==> config.mk <==
export PLATFORM = sky130hd
export DESIGN_NAME = bounded_unique_set_table
export DESIGN_NICKNAME = d
export VERILOG_FILES = /design/src/design/bust_pkg.sv /design/src/design/bounded_unique_set_table.sv
export SDC_FILE = /design/constraint.sdc
export NUM_CORES = 1
export LEC_CHECK = 0
export BUFFER_PORTS_ARGS = -buffer_cell sky130_fd_sc_hd__buf_2
export CORE_ASPECT_RATIO = 1.5
export CORE_UTILIZATION = 30
export DETAILED_ROUTE_END_ITERATION = 10
export PLACE_DENSITY = 0.46
export SYNTH_ARGS = -nofsm -noshare
export SYNTH_HDL_FRONTEND = slang
export SYNTH_SLANG_ARGS = --single-unit
==> constraint.sdc <==
create_clock -name clock -period 4.4 [get_ports clock]
set_input_delay 0.88 -clock clock [delete_from_list [all_inputs] [get_ports clock]]
set_output_delay 0.88 -clock clock [all_outputs]
set_load 0.02 [all_outputs]
==> src/design/bust_pkg.sv <==
// Package for the bounded unique set table.
// Holds the default capacity and the operation and status codes.
// Used by bounded_unique_set_table; depends on nothing else.
package bust_pkg;

   // Default number of key slots in the table.
   localparam int DefaultCapacity = 16;

   // Operation codes carried by an input beat.
   typedef enum logic [1:0] {
      KIND_ADD    = 2'd0,
      KIND_REMOVE = 2'd1,
      KIND_FIND   = 2'd2,
      KIND_NONE   = 2'd3
   } kind_type;

   // Status codes returned with every result beat.
   typedef enum logic [2:0] {
      STATUS_OK        = 3'd0,
      STATUS_FULL      = 3'd1,
      STATUS_DUPLICATE = 3'd2,
      STATUS_EMPTY     = 3'd3,
      STATUS_NOTFOUND  = 3'd4
   } status_type;

endpackage

==> src/design/bounded_unique_set_table.sv <==
// Bounded unique set table: packed store of unique 32-bit keys with add, remove, find.
// A full, empty-remove, unused-kind or empty-table beat answers in the cycle after start;
// any other beat scans the stored keys, one memory read a cycle, and then answers.
// A scanned beat keeps the block busy until its result; trivial beats go one per cycle while idle;
// busy is high only during the scan, and results cannot stall.
// Reset clears the key count and control state; the key memory is not cleared and needs no sweep.
// Depends on bust_pkg.
module bounded_unique_set_table
   import bust_pkg::*;
#(
   parameter int CAPACITY = DefaultCapacity
) (
   input  logic               clock,
   input  logic               reset,
   input  logic               start,
   output logic               busy,
   input  logic [1:0]         req_kind,
   input  logic signed [31:0] req_key,
   output logic               rsp_valid,
   output logic [2:0]         rsp_status,
   output logic               rsp_found,
   output logic [4:0]         rsp_occupancy
);

   localparam int IdxW = (CAPACITY > 1) ? $clog2(CAPACITY) : 1;
   localparam int CntW = $clog2(CAPACITY + 1);

   typedef enum logic [1:0] {
      S_IDLE = 2'b01,
      S_SCAN = 2'b10
   } state_type;

   state_type           state_ff, state_in;
   logic [CntW-1:0]     count_ff, count_in;
   kind_type            kind_ff, kind_in;
   logic [31:0]         key_ff, key_in;
   logic [CntW-1:0]     rd_addr_ff, rd_addr_in;
   logic                pend_ff, pend_in;
   logic [IdxW-1:0]     pend_idx_ff, pend_idx_in;
   logic                hit_ff, hit_in;
   logic                rsp_valid_ff, rsp_valid_in;
   status_type          rsp_status_ff, rsp_status_in;
   logic                rsp_found_ff, rsp_found_in;
   logic [4:0]          rsp_occ_ff, rsp_occ_in;

   // Key memory with registered read data.
   logic [31:0]         mem [CAPACITY];
   logic [31:0]         mem_q_ff;
   logic                rd_en;
   logic                wr_en;
   logic [IdxW-1:0]     wr_addr;
   logic [31:0]         wr_data;

   logic                accept;
   logic                match_now;
   logic                hit_any;
   logic                last_beat;
   logic [CntW-1:0]     count_dec;

   assign accept    = start && (state_ff == S_IDLE);
   assign match_now = pend_ff && (mem_q_ff == key_ff);
   assign hit_any   = hit_ff || match_now;
   assign count_dec = count_ff - CntW'(1);
   assign last_beat = pend_ff && (CntW'(pend_idx_ff) == count_dec);
   assign rd_en     = (state_ff == S_SCAN) && (rd_addr_ff < count_ff);

   // Sequencer: decide trivial beats at once, otherwise scan, and compact on a removal.
   always_comb begin
      state_in      = state_ff;
      count_in      = count_ff;
      kind_in       = kind_ff;
      key_in        = key_ff;
      rd_addr_in    = rd_addr_ff;
      pend_in       = 1'b0;
      pend_idx_in   = pend_idx_ff;
      hit_in        = hit_ff;
      rsp_valid_in  = 1'b0;
      rsp_status_in = rsp_status_ff;
      rsp_found_in  = rsp_found_ff;
      rsp_occ_in    = rsp_occ_ff;
      wr_en         = 1'b0;
      wr_addr       = count_ff[IdxW-1:0];
      wr_data       = key_ff;
      unique case (state_ff)
         S_IDLE: begin
            if (accept) begin
               kind_in       = kind_type'(req_kind);
               key_in        = req_key;
               rd_addr_in    = '0;
               hit_in        = 1'b0;
               rsp_status_in = STATUS_OK;
               rsp_found_in  = 1'b0;
               rsp_occ_in    = 5'(count_ff);
               priority if (kind_type'(req_kind) == KIND_NONE) begin
                  rsp_valid_in = 1'b1;
               end else if (kind_type'(req_kind) == KIND_ADD &&
                            count_ff >= CntW'(CAPACITY)) begin
                  rsp_valid_in  = 1'b1;
                  rsp_status_in = STATUS_FULL;
               end else if (kind_type'(req_kind) == KIND_REMOVE && count_ff == '0) begin
                  rsp_valid_in  = 1'b1;
                  rsp_status_in = STATUS_EMPTY;
               end else if (kind_type'(req_kind) == KIND_ADD && count_ff == '0) begin
                  // First key goes straight into slot zero.
                  wr_en        = 1'b1;
                  wr_addr      = '0;
                  wr_data      = req_key;
                  count_in     = CntW'(1);
                  rsp_valid_in = 1'b1;
                  rsp_occ_in   = 5'(CntW'(1));
               end else if (count_ff == '0) begin
                  rsp_valid_in = 1'b1;
               end else begin
                  state_in = S_SCAN;
               end
            end
         end
         S_SCAN: begin
            // Issue the next read while the previous entry is compared.
            if (rd_en) begin
               rd_addr_in  = rd_addr_ff + CntW'(1);
               pend_in     = 1'b1;
               pend_idx_in = rd_addr_ff[IdxW-1:0];
            end
            if (match_now) begin
               hit_in = 1'b1;
            end
            // Once the key is found, every later entry moves down one slot.
            if (kind_ff == KIND_REMOVE && pend_ff && hit_ff) begin
               wr_en   = 1'b1;
               wr_addr = pend_idx_ff - IdxW'(1);
               wr_data = mem_q_ff;
            end
            if (last_beat) begin
               state_in     = S_IDLE;
               rsp_valid_in = 1'b1;
               unique case (kind_ff)
                  KIND_ADD: begin
                     if (hit_any) begin
                        rsp_status_in = STATUS_DUPLICATE;
                     end else begin
                        wr_en      = 1'b1;
                        wr_addr    = count_ff[IdxW-1:0];
                        wr_data    = key_ff;
                        count_in   = count_ff + CntW'(1);
                        rsp_occ_in = 5'(count_ff + CntW'(1));
                     end
                  end
                  KIND_REMOVE: begin
                     if (hit_any) begin
                        count_in   = count_dec;
                        rsp_occ_in = 5'(count_dec);
                     end else begin
                        rsp_status_in = STATUS_NOTFOUND;
                     end
                  end
                  KIND_FIND: begin
                     rsp_found_in = hit_any;
                  end
                  default: begin
                  end
               endcase
            end
         end
         default: begin
            state_in = S_IDLE;
         end
      endcase
   end

   // Control registers.
   always_ff @(posedge clock) begin
      if (reset) begin
         state_ff     <= S_IDLE;
         count_ff     <= '0;
         pend_ff      <= 1'b0;
         hit_ff       <= 1'b0;
         rsp_valid_ff <= 1'b0;
      end else begin
         state_ff     <= state_in;
         count_ff     <= count_in;
         pend_ff      <= pend_in;
         hit_ff       <= hit_in;
         rsp_valid_ff <= rsp_valid_in;
      end
   end

   // Payload registers.
   always_ff @(posedge clock) begin
      kind_ff       <= kind_in;
      key_ff        <= key_in;
      rd_addr_ff    <= rd_addr_in;
      pend_idx_ff   <= pend_idx_in;
      rsp_status_ff <= rsp_status_in;
      rsp_found_ff  <= rsp_found_in;
      rsp_occ_ff    <= rsp_occ_in;
   end

   // Key memory: one write port, one registered read port.
   always_ff @(posedge clock) begin
      if (wr_en) begin
         mem[wr_addr] <= wr_data;
      end
      if (rd_en) begin
         mem_q_ff <= mem[rd_addr_ff[IdxW-1:0]];
      end
   end

   assign busy          = (state_ff != S_IDLE);
   assign rsp_valid     = rsp_valid_ff;
   assign rsp_status    = rsp_status_ff;
   assign rsp_found     = rsp_found_ff;
   assign rsp_occupancy = rsp_occ_ff;

   // The count never exceeds the capacity.
   a_count_bound: assert property (@(posedge clock) disable iff (reset)
      count_ff <= CntW'(CAPACITY))
      else $error("key count above capacity");

   // An accepted beat either answers next cycle or starts a scan.
   a_accept_progress: assert property (@(posedge clock) disable iff (reset)
      accept |=> (rsp_valid_ff || state_ff == S_SCAN))
      else $error("accepted beat neither answered nor scanning");

   // A found flag only comes with an ok status.
   a_found_ok: assert property (@(posedge clock) disable iff (reset)
      (rsp_valid_ff && rsp_found_ff) |-> (rsp_status_ff == STATUS_OK))
      else $error("found flag with error status");

   // A refused operation leaves the count untouched.
   a_refused_keeps_count: assert property (@(posedge clock) disable iff (reset)
      (rsp_valid_ff && rsp_status_ff != STATUS_OK) |-> $stable(count_ff))
      else $error("refused operation changed the count");

   // Compaction writes happen only while a removal scan is running.
   a_shift_in_remove: assert property (@(posedge clock) disable iff (reset)
      (state_ff == S_SCAN && wr_en && !last_beat) |-> (kind_ff == KIND_REMOVE))
      else $error("memory write during a non-remove scan");

endmodule

==> results of run 1 <==
-- cell usage in the layout (no fill, tap or decap), types with 21 or more instances in the layout --
master | netlist | final
buf_2 | 2 | 47
a21oi_1 | 46 | 46
o21ai_0 | 28 | 28
buf_4 | 1 | 60
xnor2_1 | 21 | 21
nand2_1 | 72 | 72
clkbuf_16 | 0 | 58
mux4_2 | 160 | 160
edfxtp_1 | 596 | 596
nor2_1 | 40 | 23
xor2_1 | 25 | 25
-- cell families after synthesis --
logic type,Yosys count,synth area share
flops,606,0.7478
fa+ha+maj,10,0.005170
mux,164,0.1506
buf+inv,82,0.01329
compound gates,124,0.03314
simple gates,172,0.03335
xor+xnor,46,0.01665
-- routing by layer --
layer	routed length, microns	vias to the layer above	global-route usage
met3	2567	93	0.02347
met5	12	-	0
li1	-	5175	-
met2	33200	332	0.2763
met1	26810	6539	0.2050
met4	1809	2	0.05142
-- worst reg2reg max path: cells and delay by family (launching register included) --
family                   cells  cell delay [ns]
AND/OR/NAND/NOR              5             1.43
AO/OA/AOI/OAI                2             0.66
adder cells (fa/ha/maj)      1             0.31
buffers and inverters        3             0.61
flip-flops                   1             0.48
-- sequential cells by signal, summed over array words and instances, names as in the netlist, 2 cells and up --
| signal | count |
|---|---|
| rsp_occupancy | 5 |
| rsp_status | 3 |
| key_ff | 32 |
| count_ff | 5 |
| mem | 512 |
| pend_idx_ff | 4 |
| state_ff | 2 |
| mem_q_ff | 32 |
| rd_addr_ff | 5 |
| kind_ff | 2 |
-- layout make-up --
class | instances | area [sq um] | area share
Tap cell | 1032 | 1291 | 0.04583
Sequential cell | 606 | 18100 | 0.6423
Multi-Input combinational cell | 516 | 5911 | 0.2098
Clock inverter | 39 | 471.7 | 0.01674
Timing Repair Buffer | 115 | 845.8 | 0.03002
Clock buffer | 69 | 1493 | 0.05298
Inverter | 18 | 67.56 | 0.002398
-- worst max path at each step --
stage,from,end
after CTS,count_ff[0],mem[15][6]
after global routing,count_ff[0],mem[15][6]
after floorplan,start,mem[10][0]
final,count_ff[0],mem[15][4]
after detailed placement,req_kind[1],mem[13][4]
after global placement,req_kind[1],mem[13][4]
-- where the power goes --
group	total, W	internal [W]	switching (W)
sequential	0.00774	0.00761	0.000134
clock	0.00524	0.00302	0.00223
combinational	0.00550	0.00214	0.00336
total	0.0185	0.0128	0.00573
-- metrics by stage --
| step | setup WS, ns | power [W] | hold WS, ns | cells |
|---|---|---|---|---|
| 2_1_floorplan | 0.4295 | 0.01133 | 0.4523 | 1204 |
| 3_3_place_gp | 0.5880 | 0.01349 | 0.5016 | 2287 |
| 3_5_place_dp | 0.5814 | 0.01355 | 0.5188 | 2287 |
| 4_1_cts | 0.5908 | 0.01880 | 0.4168 | 2395 |
| 5_1_grt | 0.3203 | 0.01924 | 0.4289 | 2395 |
| 6_report | 0.5937 | 0.01849 | 0.4496 | 2395 |
==> flow_summary.toml, run 1 <==
[timing]
finalCritPeriodShare = 0.8651
fin_setup_tns_ns = 0
max_slew_margin = 0.1724
period_needed_ns = 3.806
hold_violations = 0
finClkSkew_ns = 0.02996
fmax_ghz = 0.2627
tightestPinTransition_ns = 1.241
drv_slew = 0
rsz0062_at_grt = "no"
setup_viol = 0

[layout]
fin_area_sq_um = 28180
drive_gt1_frac = 0.2876
fillCellCount = 7409
fin_util = 0.3525
antenna_cells = 0
syn_to_final_growth_pct = 16.42
layout.nets = 1362

[floorplan]
ioPinCount = 48
core_region_area_sq_um = 79930
die_y_microns = 349.9
dieWidth_microns = 233.9
fp.dieArea_sq_um = 81840
rows = 127
start_util = 0.3028

[yosys]
ys_seq_elements = 606
avgSynthCellArea_sq_um = 20.10
synth.distinct_cells = 55
netlist_area_sq_um = 24200
yosysTopAreaCell = "edfxtp_1"
yosysSeqAreaShare = 0.7478
synth_top_area_share = 0.7395
syn_inst = 1204
synth_most_common_cell = "edfxtp_1"
yosysWarnings = 0
ys_top_cells_by_count = "edfxtp_1, mux4_2, nand2_1"
async_reset_ff_frac = 0
synth-edff-count = 596
synth.area.top_cells = "edfxtp_1, mux4_2, nand2_1"
synthFlopType = "edfxtp_1"
synth_fp_nets = 1251

[setup_path]
startpoint_type = "register"
reg2reg_slack_ns = 0.59
crit_family = "simple AND/OR/NAND/NOR gates"
cp_data_arrival_time_ns = 4.12
end_kind = "register"
max_stage_delay_ns = 0.71
r2r-end = "mem[15][4]"
crit_chain = "inv_1 -> ha_1 -> nor4b_2 -> buf_4 -> nand3_1 -> a21o_1 -> a22oi_1 -> nor3_1 -> nand2_1 -> nor2_4 -> buf_12"
r2r-start = "count_ff[0]"
worstPathRequired_ns = 4.71
cp_num_buf_inv = 3
crit_cells = 11
crit_type = "reg2reg"
ff2ff_path_depth = 11
crit_fanout = 18
crit_path_top_delay_cell = "nor2_4"

[routing]
drcViolationCount = 3
drt-pass1-iter-count = 10
num_vias = 12141
drtIter0Drc = 1149
drt_wl_total_microns = 64400
viasPerCell = 5.069
routedWlPerCell_microns = 26.89
drtAntennaViolNets = 0

[placement]
io_buffers = 47
place.gp.congestion = 0.8448
dpl_cell_area_sq_um = 26210
hpwl_microns = 38920

[global_route]
grt_first_pass_wirelength_microns = 92170
grt_max_degree = 132
antenna_found_initial = 2
overflow = 0
grt_util_all_layers = 0.1600
grt_pass1_vias = 12369

[clock_network]
cts_resized = 0
worstSkewPairLatency_ns = 0.64
tritoncts = "yes"
cts_setup_buffers = 0
ctsHoldBuffers = 0
clockBufferDepth = 3
htreeDepth = 2
cts_made_buffers = 58
path_clk_slew_ns = 0.06
cts.sinks = 606
clockRootBuffer = "clkbuf_16"

[pwr]
power_density_nw_per_um2 = 656.1
leakage_nw = 8.823
ir_drop_uv = 480.4

[min_path]
holdPathEnd = "key_ff[1]"
min_path_cells = 1
worstHoldStart = "req_key[1]"
hold_class = "in2reg"

[run_status]
violations = "design-rule violations"
status = "complete, but fails checks"

[job]
maxCapViolations = 0
Power figures use the tool's default switching activity.
==> inputs of run 2 (changes only) <==
==> constraint.sdc (replaced) <==
create_clock -name clock -period 3.7 [get_ports clock]
set_input_delay 0.74 -clock clock [delete_from_list [all_inputs] [get_ports clock]]
set_output_delay 0.74 -clock clock [all_outputs]
set_load 0.02 [all_outputs]
==> run 2 against run 1 <==
Against the previous run: the run still ends with design-rule violations left; clock-buffer cell count decreased by 1; first-iteration DRC count down 11%; via count increased by 0.48%; critical endpoint is now mem[1][14]; register-to-register slack got worse by 0.40 ns; highest routed layer is now met4.
==> flow_summary.toml, run 2 (same netlist as run 1, synthesis figures left out) <==
[run_status]
status = "complete, but fails checks"
violations = "design-rule violations"

[timing]
drv_slew = 0
hold_violations = 0
layout_setup_ws_ns = 0.1956
fmax_ghz = 0.2854
tightestPinTransition_ns = 1.278
fin_setup_tns_ns = 0
max_slew_margin = 0.1482
finalCritPeriodShare = 0.9471
finalHoldWorstSlack_ns = 0.3194
setup_viol = 0
rsz0062_at_grt = "no"
finClkSkew_ns = 0.02067
period_needed_ns = 3.504

[clock_network]
htreeDepth = 2
path_clk_slew_ns = 0.07
clockRootBuffer = "clkbuf_16"
cts.sinks = 606
worstSkewPairLatency_ns = 0.63
clockBufferDepth = 3
cts_made_buffers = 57
tritoncts = "yes"

[floorplan]
fp.dieArea_sq_um = 81840
ioPinCount = 48
core_region_area_sq_um = 79930
start_util = 0.3028
rows = 127
die_y_microns = 349.9
dieWidth_microns = 233.9

[routing]
routedWlPerCell_microns = 26.68
drtIter0Drc = 1026
drcViolationCount = 12
drt-pass1-iter-count = 10
viasPerCell = 5.074
drt_wl_total_microns = 64130
drtAntennaViolNets = 0
num_vias = 12199

[layout]
final_cells = 2404
final_common_cell = "edfxtp_1"
largest_reg_flops = 512
syn_to_final_growth_pct = 16.65
drive_gt1_frac = 0.2947
layout_common_cells = "edfxtp_1, mux4_2, nand2_1, buf_4, clkbuf_16"
fin_util = 0.3532
layout.nets = 1373
largest_register = "mem"
top_regs = "mem x512, key_ff x32, mem_q_ff x32"

[setup_path]
max_stage_delay_ns = 0.81
worstPathRequired_ns = 4.04
end_kind = "register"
startpoint_type = "register"
crit_chain = "xnor2_1 -> nand4_1 -> or4_4 -> o31ai_2 -> o21ai_1 -> a22oi_1 -> nor2_4 -> buf_4"
cp_data_arrival_time_ns = 3.84
crit_fanout = 19
crit_type = "reg2reg"
ff2ff_path_depth = 8
crit_path_top_delay_cell = "a22oi_1"

[pwr]
leakage_nw = 8.824
ir_drop_uv = 476.5
power_density_nw_per_um2 = 763.0

[placement]
dp.cells = 2297
dp_worst_setup_slack_ns = 0.1358
hpwl_microns = 38420
io_buffers = 47
place.gp.congestion = 0.7747

[job]
maxCapViolations = 0

[global_route]
grt_max_degree = 75
grt_util_all_layers = 0.1605
grt_pass1_vias = 12858
grt_first_pass_wirelength_microns = 93410
antenna_found_initial = 2
overflow = 0

[min_path]
hold_class = "in2reg"
min_path_cells = 1
-- run 2: cell count changes in the layout (fill, tap and decap cells not counted), moves of 2 or more --
cell	previous run	this run
clkinv_1	9	12
clkinv_2	12	10
a221o_2	0	4
a41oi_1	3	1
buf_12	8	16
buf_4	60	64
bufinv_16	10	5
a41oi_2	0	2
a221o_1	9	5
-- run 2: repair_timing --
action | CTS | global route
resized for setup | 0 | 8
endpoints found under the setup margin | 0 | 527
hold endpoints to repair | 0 | 0
buffers inserted | 0 | 2
hold buffers | 0 | 0
-- run 2: per-stage QoR --
| stage | total power (W) | instance area, sq um |
|---|---|---|
| 2_1_floorplan | 0.01347 | 24210 |
| 3_3_place_gp | 0.01600 | 26390 |
| 3_5_place_dp | 0.01604 | 26390 |
| 4_1_cts | 0.02188 | 28190 |
| 5_1_grt | 0.02248 | 28230 |
| 6_report | 0.02154 | 28230 |
-- run 2: layout make-up --
type | instances | area [sq um]
diodes | 1 | 2.502
clock buffers | 68 | 1468
clock inverters | 36 | 334.1
fillers | 7454 | 51700
inverters | 18 | 67.56
multi-input cells | 516 | 5934
flip-flops and latches | 606 | 18100
well taps | 1032 | 1291
repair buffers | 127 | 1036
-- run 2: metal layers --
metal	GRT usage	vias to the layer above	routed length, microns
met5	0	-	0
met4	0.04055	0	1250
met3	0.02208	73	2696
met2	0.2832	325	33660
met1	0.2057	6601	26520
li1	-	5200	-
-- run 2: worst max-delay path, delay by kind of cell (launching register included) --
kind / cells / cell delay [ns]
compound gates: 3 / 1.50
xor+xnor: 1 / 0.18
simple gates: 3 / 0.85
flops: 1 / 0.41
buf+inv: 1 / 0.27
-- run 2: final timing paths --
path / startpoint / to / slack [ns]
setup / recovery: mem_q_ff[26] / mem[1][14] / 0.20
hold / removal: req_key[5] / key_ff[5] / 0.32
setup reg to reg: mem_q_ff[26] / mem[1][14] / 0.20
hold reg to reg: state_ff[0] / state_ff[0] / 0.52
-- run 2: report_power, final --
part / total (W) / leakage, nW / internal (W) / switching [W]
Clock: 0.00580 / 0.871 / 0.00319 / 0.00261
Sequential: 0.00921 / 5.51 / 0.00904 / 0.000176
Combinational: 0.00653 / 2.45 / 0.00260 / 0.00393
Total: 0.0215 / 8.82 / 0.0148 / 0.00671
